File: config.mk
export PLATFORM = sky130hd
export DESIGN_NAME = min_heap_sorter
export DESIGN_NICKNAME = d
export VERILOG_FILES = /design/src/design/mhs_pkg.sv /design/src/design/mhs_ram.sv /design/src/design/min_heap_sorter.sv
export SDC_FILE = /design/constraint.sdc
export NUM_CORES = 2
export LEC_CHECK = 0
export ABC_AREA = 1
export BUFFER_PORTS_ARGS = -buffer_cell sky130_fd_sc_hd__buf_2
export CORE_MARGIN = 2
export CORE_UTILIZATION = 40
export CTS_CLUSTER_DIAMETER = 30
export DETAILED_ROUTE_END_ITERATION = 8
export PLACE_DENSITY = 0.54
export SYNTH_ARGS = -nofsm -noshare
export SYNTH_HDL_FRONTEND = slang
export SYNTH_SLANG_ARGS = --single-unit
export TNS_END_PERCENT = 10
File: constraint.sdc
create_clock -name i_clk -period 8.45 [get_ports i_clk]
set_input_delay 0.845 -clock i_clk [delete_from_list [all_inputs] [get_ports i_clk]]
set_output_delay 0.845 -clock i_clk [all_outputs]
set_load 0.005 [all_outputs]
File: src/design/mhs_pkg.sv
`default_nettype none
package mhs_pkg;
    localparam int MAX_ITEMS = 64;
    localparam int ADDR_W    = $clog2(MAX_ITEMS);
    localparam int CNT_W     = ADDR_W + 1;
    localparam int KID_W     = ADDR_W + 2;
    localparam int DATA_W    = 32;
    localparam int RAM_DEPTH = 2 ** ADDR_W;

    typedef logic [ADDR_W-1:0]        t_addr;
    typedef logic [CNT_W-1:0]         t_cnt;
    typedef logic [KID_W-1:0]         t_kid;
    typedef logic signed [DATA_W-1:0] t_data;

    typedef enum logic [2:0] {
        S_LOAD,
        S_BUILD_RD,
        S_BUILD_GET,
        S_SIFT,
        S_EXT_RD,
        S_EXT_WR,
        S_OUT_RD,
        S_OUT_LD
    } t_state;

    // Heap children of a position, wide enough to hold indexes past the store.
    function automatic t_kid kid_left(input t_addr pos);
        kid_left = {1'b0, pos, 1'b1};
    endfunction

    function automatic t_kid kid_right(input t_addr pos);
        kid_right = {1'b0, pos, 1'b1} + t_kid'(1);
    endfunction
endpackage
`default_nettype wire

File: src/design/mhs_ram.sv
`default_nettype none
module mhs_ram #(
    parameter int WIDTH = 32,
    parameter int DEPTH = 64,
    parameter int AW    = $clog2(DEPTH)
) (
    input  wire logic             i_clk,
    input  wire logic             i_we,
    input  wire logic [AW-1:0]    i_waddr,
    input  wire logic [WIDTH-1:0] i_wdata,
    input  wire logic [AW-1:0]    i_raddr_a,
    input  wire logic [AW-1:0]    i_raddr_b,
    output logic      [WIDTH-1:0] o_rdata_a,
    output logic      [WIDTH-1:0] o_rdata_b
);
    logic [WIDTH-1:0] mem [DEPTH];

    always_ff @(posedge i_clk) begin
        if (i_we) begin
            mem[i_waddr] <= i_wdata;
        end
        o_rdata_a <= mem[i_raddr_a];
        o_rdata_b <= mem[i_raddr_b];
    end
endmodule
`default_nettype wire

File: src/design/min_heap_sorter.sv
// min_heap_sorter: collects signed 32-bit values and returns them sorted in
// descending order. Input items arrive on i_valid/o_ready with i_value and
// i_last. Each accepted item is written to the value store.
// An item with i_last set, or the item that fills the store (MAX_ITEMS
// values), closes the set and, for two or more values, starts an in-place
// heapsort with a min-heap. While the block sorts and emits a set, o_ready
// stays low. Building the heap visits each inner node in turn: its value
// is read, then held while its two children are read, and then sifted down.
// Each of the N-1 extraction passes reads the root and the heap end, writes
// the root to the end, and sifts the old end value down from the root.
// In each level of a sift the two children are read together on the two read
// ports of the store while the chosen child is written back one level up.
// Results leave on o_valid/i_ready, each read from the store and then loaded
// into the output register. o_final_res marks the set's last result. When the
// receiver stalls, the result is held in the output register and the block
// waits; the last result of a set may still wait while the next set loads.
// Reset (i_rst_n low at a clock edge) empties the set and drops any pending
// result; the store itself is not cleared, as only written entries are read.
`default_nettype none
module min_heap_sorter (
    input  wire logic           i_clk,
    input  wire logic           i_rst_n,
    input  wire logic           i_valid,
    output logic                o_ready,
    input  wire mhs_pkg::t_data i_value,
    input  wire logic           i_last,
    output logic                o_valid,
    input  wire logic           i_ready,
    output mhs_pkg::t_data      o_sorted_value,
    output logic                o_final_res
);
    import mhs_pkg::*;

    t_state r_state, n_state;
    t_cnt   r_cnt, n_cnt;      // values in the current set
    t_cnt   r_idx, n_idx;      // outer loop counter of build and extract
    t_cnt   r_size, n_size;    // current heap size
    t_addr  r_pos, n_pos;      // hole position of the running sift
    t_addr  r_k, n_k;          // output read position
    logic   r_build, n_build;  // heap build phase when set
    t_data  r_val, n_val;      // value being sifted down
    logic   r_ovalid, n_ovalid;
    t_data  r_odata, n_odata;
    logic   r_olast, n_olast;

    logic  ram_we;
    t_addr ram_waddr;
    t_data ram_wdata;
    t_addr ram_raddr_a, ram_raddr_b;
    t_data rd_a, rd_b;

    logic  in_acc, out_free, load_done;
    t_cnt  cnt_next, half, half_m1, idx_m2;
    t_kid  kl, kr, size_k, nkl, nkr;
    logic  take_l, take_r, move;
    t_data min_lv, child_val;
    t_addr child_pos;

    mhs_ram #(
        .WIDTH(DATA_W),
        .DEPTH(RAM_DEPTH)
    ) u_store (
        .i_clk    (i_clk),
        .i_we     (ram_we),
        .i_waddr  (ram_waddr),
        .i_wdata  (ram_wdata),
        .i_raddr_a(ram_raddr_a),
        .i_raddr_b(ram_raddr_b),
        .o_rdata_a(rd_a),
        .o_rdata_b(rd_b)
    );

    assign o_ready        = (r_state == S_LOAD);
    assign in_acc         = i_valid && o_ready;
    assign out_free       = !r_ovalid || i_ready;
    assign o_valid        = r_ovalid;
    assign o_sorted_value = r_odata;
    assign o_final_res    = r_olast;

    assign cnt_next  = r_cnt + t_cnt'(1);
    assign load_done = i_last || (cnt_next == t_cnt'(MAX_ITEMS));
    assign half      = cnt_next >> 1;
    assign half_m1   = half - t_cnt'(1);
    assign idx_m2    = r_idx - t_cnt'(2);

    // One level of the sift: pick the smaller child if it beats the held value.
    always_comb begin
        kl        = kid_left(r_pos);
        kr        = kid_right(r_pos);
        size_k    = t_kid'(r_size);
        take_l    = (kl < size_k) && (rd_a < r_val);
        min_lv    = take_l ? rd_a : r_val;
        take_r    = (kr < size_k) && (rd_b < min_lv);
        move      = take_l || take_r;
        child_pos = take_r ? kr[ADDR_W-1:0] : kl[ADDR_W-1:0];
        child_val = take_r ? rd_b : rd_a;
        nkl       = kid_left(child_pos);
        nkr       = kid_right(child_pos);
    end

    always_comb begin
        n_state = r_state;
        case (r_state)
            S_LOAD: begin
                if (in_acc && load_done) begin
                    n_state = (cnt_next < t_cnt'(2)) ? S_OUT_RD : S_BUILD_RD;
                end
            end
            S_BUILD_RD:  n_state = S_BUILD_GET;
            S_BUILD_GET: n_state = S_SIFT;
            S_SIFT: begin
                if (!move) begin
                    if (r_build) begin
                        n_state = (r_idx == t_cnt'(1)) ? S_EXT_RD : S_BUILD_RD;
                    end else begin
                        n_state = (r_idx == t_cnt'(1)) ? S_OUT_RD : S_EXT_RD;
                    end
                end
            end
            S_EXT_RD: n_state = S_EXT_WR;
            S_EXT_WR: n_state = S_SIFT;
            S_OUT_RD: n_state = S_OUT_LD;
            S_OUT_LD: begin
                if (out_free) begin
                    n_state = ({1'b0, r_k} == r_cnt - t_cnt'(1)) ? S_LOAD : S_OUT_RD;
                end
            end
            default: n_state = S_LOAD;
        endcase
    end

    always_comb begin
        n_cnt       = r_cnt;
        n_idx       = r_idx;
        n_size      = r_size;
        n_pos       = r_pos;
        n_k         = r_k;
        n_build     = r_build;
        n_val       = r_val;
        n_odata     = r_odata;
        n_olast     = r_olast;
        n_ovalid    = r_ovalid && !i_ready;
        ram_we      = 1'b0;
        ram_waddr   = r_pos;
        ram_wdata   = r_val;
        ram_raddr_a = r_k;
        ram_raddr_b = r_k;
        case (r_state)
            S_LOAD: begin
                if (in_acc) begin
                    ram_we    = 1'b1;
                    ram_waddr = r_cnt[ADDR_W-1:0];
                    ram_wdata = i_value;
                    n_cnt     = cnt_next;
                    if (load_done) begin
                        n_idx   = half;
                        n_pos   = half_m1[ADDR_W-1:0];
                        n_size  = cnt_next;
                        n_build = 1'b1;
                        n_k     = '0;
                    end
                end
            end
            S_BUILD_RD: begin
                ram_raddr_a = r_pos;
            end
            S_BUILD_GET: begin
                n_val       = rd_a;
                ram_raddr_a = kl[ADDR_W-1:0];
                ram_raddr_b = kr[ADDR_W-1:0];
            end
            S_SIFT: begin
                // The hole moves down: the winner fills it, or the held value
                // settles there when neither child is smaller.
                ram_we      = 1'b1;
                ram_waddr   = r_pos;
                ram_wdata   = move ? child_val : r_val;
                ram_raddr_a = nkl[ADDR_W-1:0];
                ram_raddr_b = nkr[ADDR_W-1:0];
                if (move) begin
                    n_pos = child_pos;
                end else if (r_build) begin
                    if (r_idx == t_cnt'(1)) begin
                        n_build = 1'b0;
                        n_idx   = r_cnt - t_cnt'(1);
                    end else begin
                        n_idx = r_idx - t_cnt'(1);
                        n_pos = idx_m2[ADDR_W-1:0];
                    end
                end else begin
                    n_idx = r_idx - t_cnt'(1);
                end
            end
            S_EXT_RD: begin
                ram_raddr_a = '0;
                ram_raddr_b = r_idx[ADDR_W-1:0];
            end
            S_EXT_WR: begin
                // The root goes to the end of the heap; the old end value is
                // sifted down from the root of the shrunken heap.
                ram_we      = 1'b1;
                ram_waddr   = r_idx[ADDR_W-1:0];
                ram_wdata   = rd_a;
                n_val       = rd_b;
                n_pos       = '0;
                n_size      = r_idx;
                ram_raddr_a = kl[ADDR_W-1:0];
                ram_raddr_b = kr[ADDR_W-1:0];
                if (r_pos != '0) begin
                    ram_raddr_a = t_addr'(1);
                    ram_raddr_b = t_addr'(2);
                end
            end
            S_OUT_RD: begin
                ram_raddr_a = r_k;
            end
            S_OUT_LD: begin
                ram_raddr_a = r_k;
                if (out_free) begin
                    n_ovalid = 1'b1;
                    n_odata  = rd_a;
                    n_olast  = ({1'b0, r_k} == r_cnt - t_cnt'(1));
                    if ({1'b0, r_k} == r_cnt - t_cnt'(1)) begin
                        n_cnt = '0;
                    end else begin
                        n_k = r_k + t_addr'(1);
                    end
                end
            end
            default: begin
                n_cnt = '0;
            end
        endcase
    end

    always_ff @(posedge i_clk) begin
        if (!i_rst_n) begin
            r_state  <= S_LOAD;
            r_cnt    <= '0;
            r_idx    <= '0;
            r_size   <= '0;
            r_pos    <= '0;
            r_k      <= '0;
            r_build  <= 1'b0;
            r_ovalid <= 1'b0;
        end else begin
            r_state  <= n_state;
            r_cnt    <= n_cnt;
            r_idx    <= n_idx;
            r_size   <= n_size;
            r_pos    <= n_pos;
            r_k      <= n_k;
            r_build  <= n_build;
            r_ovalid <= n_ovalid;
        end
    end

    always_ff @(posedge i_clk) begin
        r_val   <= n_val;
        r_odata <= n_odata;
        r_olast <= n_olast;
    end
endmodule
`default_nettype wire
Word-level counts from Yosys, hierarchy flattened:

Memories as Yosys holds them, arrays and structs flattened. A register that Yosys moved wholly into a read port is not among the register bits.
Cells that the tools add are included.

* bits in registers: 103
* latch bits: 0
* RAM bits: 2048
* bits in read-only memories: 0
* input port bits: 37
* output and inout bits: 35
* word-level logic and storage cells: 128
* memories kept: 1

Memories
* u_store.mem: words 64, bits a word 32, read ports 2, clocked after Yosys merged registers in 2, write ports 1, RTL line mhs_ram.sv:16 `logic [WIDTH-1:0] mem [DEPTH];`

* add/subtract/negate cells: 8
* multipliers: 0
* div/mod/pow operators: 0
* order comparisons: 5
* equality and inequality tests: 19
* shift-type cells: 0
* multiplexer cells: 58
* bitwise logic cells: 0
* reduce and logical (&&, ||, !) cells: 26

Operators with widths (number)
* 32-bit 2-to-1 mux: 4
* 32-bit one-hot mux with 3 select lines: 1
* 6-bit 2-to-1 mux: 13
* 7-bit 2-to-1 mux: 10
* 32-bit < comparator: 2
* 32-bit one-hot mux with 2 select lines: 1
* 7-bit one-hot mux with 2 select lines: 3
* 6-bit one-hot mux with 5 select lines: 1
* 6-bit one-hot mux with 2 select lines: 2
* 6-bit one-hot mux with 4 select lines: 1
* 3-bit 2-to-1 mux: 7
* 3-bit one-hot mux with 7 select lines: 1
* 6-bit one-hot mux with 3 select lines: 1
* 7-bit by 1-bit subtractor with 7-bit output (second input constant): 2
* 6-bit by 1-bit adder with 6-bit output (second input constant): 2
* 3-bit == test (second input constant): 4
* 1-bit 2-to-1 mux: 10
* 5-bit AND reduction: 2
* 7-bit by 1-bit adder with 8-bit output (second input constant): 1
* 8-bit by 7-bit < comparator with 1-bit output: 1
* 2-bit inequality test (second input constant): 4
* 4-bit AND reduction: 2
* 2-bit nonzero test: 4
* 7-bit by 1-bit adder with 7-bit output (second input constant): 1
* other kinds (22): 36

Logic depth before layout (Yosys ltp):

* depth in word-level cells: 8
* gate-level depth with buffers: 44

Cells and area by module:

From an unflattened synthesis, not the netlist that was laid out.

* cells, all modules: 12698
* area total of the unflattened synthesis: 112651.8 um^2

By module, submodules not included
* mhs_ram: times used 1, cells an instance 11401, area an instance 103655.7 um^2, seq. area each 62780.2 um^2
* min_heap_sorter: times used 1, cells an instance 1297, area an instance 8996.1 um^2, seq. area each 2712.6 um^2

Worst setup path after synthesis:

Ideal clock, no wire load.

* kind: reg2reg
* from: reg r_val[31]
* to: mem u_store.mem[0][12], data pin
* data arrival time: 5795 ps
* data required time: 7862 ps
* slack: 2068 ps
* stages on the path, launching flop included: 28
* buffers on the path: 4
* period minus slack after synthesis: 6382 ps
* cell sequence: edfxtp_1 inv_1 ha_1 a21oi_1 o21a_1 nand2_1 nor2_1 nand3_1 nand3_2 clkbuf_1 clkinv_1 clkbuf_1 o21bai_1 ha_1 a21oi_1 nor2_1 a211oi_1 o221a_2 nand2_1 nand2_1 nand2_1 nand2_2 nand3_2 buf_4 nand2_1 clkbuf_1 o21ai_0 a31oi_1

* word-level cells in the longest chain between the ends: 8
* elaborated cells between the ends (all ways): 9
* those cells by class: order compare (2); mux (4); reduce/logical (3)

RTL lines
* start: declaration: RTL line min_heap_sorter.sv:41 `t_data r_val, n_val;`
* start signal: assignment: RTL line min_heap_sorter.sv:259 `r_val <= n_val;`
* 32-bit < comparator: RTL line min_heap_sorter.sv:91 `take_l = (kl < size_k) && (rd_a < r_val);`
* 1-bit logical AND: RTL line min_heap_sorter.sv:91
* 32-bit 2-to-1 mux: RTL line min_heap_sorter.sv:92 `min_lv = take_l ? rd_a : r_val;`
* 32-bit < comparator: RTL line min_heap_sorter.sv:93 `take_r = (kr < size_k) && (rd_b < min_lv);`
* 1-bit logical AND: RTL line min_heap_sorter.sv:93
* 32-bit 2-to-1 mux or 1-bit logical OR (tied branches): RTL line min_heap_sorter.sv:96, min_heap_sorter.sv:94
* 32-bit 2-to-1 mux *: RTL line min_heap_sorter.sv:177 `ram_wdata = move ? child_val : r_val;`
* 32-bit one-hot mux with 3 select lines *: RTL line min_heap_sorter.sv:148 `case (r_state)`
* net ram_wdata[12]: RTL line min_heap_sorter.sv:48 `t_data ram_wdata;`
* end: declaration: RTL line mhs_ram.sv:16

The timed path passes the listed nets; every way through them passes the cells marked *.

Worst setup path after layout:

* from: reg u_store.o_rdata_a[1], read port of u_store.mem
* to: reg u_store.o_rdata_a[15], read port of u_store.mem

* word-level cells in the longest chain between the ends: 7

RTL lines
* start: declaration: RTL line mhs_ram.sv:13 `output logic [WIDTH-1:0] o_rdata_a,`
* 32-bit < comparator: RTL line min_heap_sorter.sv:91
* 1-bit logical AND: RTL line min_heap_sorter.sv:91
* 32-bit 2-to-1 mux *: RTL line min_heap_sorter.sv:92
* 32-bit < comparator *: RTL line min_heap_sorter.sv:93
* 1-bit logical AND *: RTL line min_heap_sorter.sv:93
* 6-bit 2-to-1 mux *: RTL line min_heap_sorter.sv:95 `child_pos = take_r ? kr[ADDR_W-1:0] : kl[ADDR_W-1:0];`
* 6-bit one-hot mux with 5 select lines *: RTL line min_heap_sorter.sv:148

Every way passes the cells marked *; elsewhere a longest branch is shown, timed or not.
A chain may end at the register's enable or synchronous reset.

==> reports/qor.yml <==
outcome:
  status: "completed"
timing:
  setup_tns_ns: 0
  min_period_ns: 7.469
  fin_crit_sh_pct: 88.39
  hold_viol: 0
  skew_ns: 0.05575
  max_freq_ghz: 0.1339
  relSlewSlack_pct: 16.66
  slew_viol_final: 0
  worst_pin_slew_ns: 1.250
  finalSetupViolations: 0
  grt_setup_unrepaired: "no"
synthesis:
  syn-num-nets: 13820
  yosys-top-cells-count: "nand3_1, nand2_1, edfxtp_1, nor2_1, inv_1"
  syn_inst: 13700
  synth_top_cell_by_area: "edfxtp_1"
  synth_seq_cells: 2215
  syn_area_per_cell_um2: 8.547
  netlist_top_cells_area: "edfxtp_1, nand3_1, nand2_1, o21ai_0, a21oi_1"
  synth-edff-count: 2113
  async_flop_share_pct: 0
  synth_cell_type_count: 51
  yosys_warnings: 0
  yosysSeqAreaShare_pct: 55.93
  ys.flop_type: "edfxtp_1"
  synth.most_common_cell: "nand3_1"
  synth_top_area_share_pct: 54.19
  netlist_area_um2: 117100
grt:
  grt_max_degree: 232
  grt-ovfl-total: 0
  grt_use_total_pct: 29.49
  grt_pass1_vias: 97320
  antenna_found_initial: 16
  grt_pass1_wl_um: 652000
setup_path:
  rr_worst_depth: 38
  cpMostUsedCell: "nand2_1"
  crit_path_start_kind: "flop"
  cp_slowest_stage_delay_ns: 0.60
  crit_slowest_cell: "dfxtp_1"
  critical_path_class: "flop to flop"
  end_kind: "flop"
  cp_max_fo: 59
  cp_data_arrival_time_ns: 8.28
  crit_required_ns: 9.26
clock_tree:
  clkTransAtPathRegs_ns: 0.04
  postCtsResizedCells: 0
  clockBufferDepth: 4
  clock_latency_ns: 0.93
  postCtsHoldBufs: 0
  root_buffer: "clkbuf_16"
  htreeDepth: 6
  cts_tree: "done"
  cts.sinks: 2215
  cts_setup_buffers: 0
  cts_buffers: 543
route:
  antenna_left: 0
  route.detailed.drc: 0
  vias: 104600
  firstDrtPassIters: 7
  routed_wl_um: 450100
  drt-initial-drc-count: 13710
  route.detailed.wl_per_inst_um: 25.03
  via_per_inst: 5.817
worst_hold_path:
  hold_path_class: "primary input to flop"
  whs_path_depth: 3
cells_and_area:
  synthToLayoutAreaGrowth_pct: 20.31
  nNetsFinal: 13760
  postLayoutCoreUtil_pct: 48.39
  layout-drive-gt1-share_pct: 9.890
floorplanning:
  rows: 198
  die_y_um: 545.0
  die_w_um: 545.0
  die_area_um2: 297100
  ioPinCount: 72
  initial_core_util_pct: 40.22
  core_um2: 291100
placement:
  hpwl_um: 254300
  place_congestion: 0.9124
  io_buffers: 71
flow_run:
  maxCapViolCount: 0
==> sequential cells by signal, indices dropped and copies added (netlist names) <==
register,cells
r_build,1
u_store.mem,2048
o_sorted_value,32
r_val,32
r_state,3
r_pos,6
u_store.o_rdata_b,32
u_store.o_rdata_a,32
r_size,7
o_final_res,1
o_valid,1
r_cnt,7
r_idx,7
r_k,6
==> path summary, 6_finish.rpt <==
kind                                     start                       endpoint  slack [ns]
setup / recovery  u_store.o_rdata_a[1]$_DFF_P_  u_store.o_rdata_a[15]$_DFF_P_        0.98
hold / removal                         i_ready             o_valid$_SDFF_PN0_        0.33
setup reg to reg  u_store.o_rdata_a[1]$_DFF_P_  u_store.o_rdata_a[15]$_DFF_P_        0.98
hold reg to reg           r_build$_SDFFE_PN0P_           r_build$_SDFFE_PN0P_        0.51
==> through the flow <==
stage | cells | setup slack [ns] | hold WS (ns) | cell area, µm²
CTS | 17980 | 1.168 | 0.2815 | 140900
floorplan | 13700 | 2.068 | 0.4289 | 117100
global route | 17980 | 0.6420 | 0.3505 | 140900
finish | 17980 | 0.9808 | 0.3322 | 140900
detailed placement | 16990 | 1.191 | 0.4881 | 122700
global placement | 16990 | 1.021 | 0.4784 | 122700
==> layout by cell type (no fill, tap or decap), types with 6 or more instances in the layout <==
cell type   instances
a211oi_1           19
a21oi_1          1096
a221oi_1           32
a22oi_1             6
a31oi_1             8
a31oi_4            19
buf_12             75
buf_2              71
buf_4             289
bufinv_16          65
clkbuf_1           95
clkbuf_16         554
clkbuf_8           20
clkinv_1           76
clkinv_2           85
clkinv_4           16
clkinv_8           16
clkinvlp_4         40
dfxtp_1           102
diode_2             7
edfxtp_1         2113
ha_1               86
inv_1            1193
inv_16              8
inv_2               9
inv_6              17
nand2_1          2584
nand3_1          2842
nand4_1            16
nor2_1           1159
nor2_4             67
nor3_1             19
o2111ai_1           6
o2111ai_4           7
o211ai_1            6
o21ai_0          1129
o21bai_1           27
o22ai_1            33
xor2_1             16
==> kinds of logic (layout without fill, tap and decap cells) <==
| kind of cell | after synthesis | count (layout) | synth area share [%] |
|---|---|---|---|
| buffers and inverters | 2258 | 2634 | 7.624 |
| XOR/XNOR | 17 | 17 | 0.1272 |
| flip-flops | 2215 | 2215 | 55.93 |
| other | 0 | 7 | 0 |
| AO/OA/AOI/OAI | 2413 | 2413 | 10.70 |
| adder cells (fa/ha/maj) | 86 | 86 | 0.9190 |
| AND/OR/NAND/NOR | 6710 | 6710 | 24.70 |
==> cell type report <==
class | instances | area (µm²)
diodes | 7 | 17.52
repair buffers | 435 | 4026
flip-flops and latches | 2215 | 65490
fillers | 26940 | 150200
well taps | 3900 | 4880
clock buffers | 669 | 14500
multi-input cells | 9226 | 43700
clock inverters | 318 | 3679
inverters | 1212 | 4576
==> metal layers <==
| metal | GRT usage [%] | vias to the layer above | wire length, µm |
|---|---|---|---|
| met4 | 12.42 | 10 | 17940 |
| met2 | 45.73 | 6242 | 199400 |
| li1 | - | 47130 | - |
| met1 | 40.02 | 50080 | 184200 |
| met3 | 6.111 | 1141 | 48400 |
| met5 | 0 | - | 62 |
==> critical path, delay by kind of cell (launching register included) <==
kind            cells  cell delay [ns]
simple gates       23             2.94
buf+inv             6             1.61
compound gates      6             1.11
fa+ha+maj           3             0.95
flops               1             0.60
Power is not shown: default switching activity piles up to over one toggle a cycle in this logic, so the estimate is an artifact.
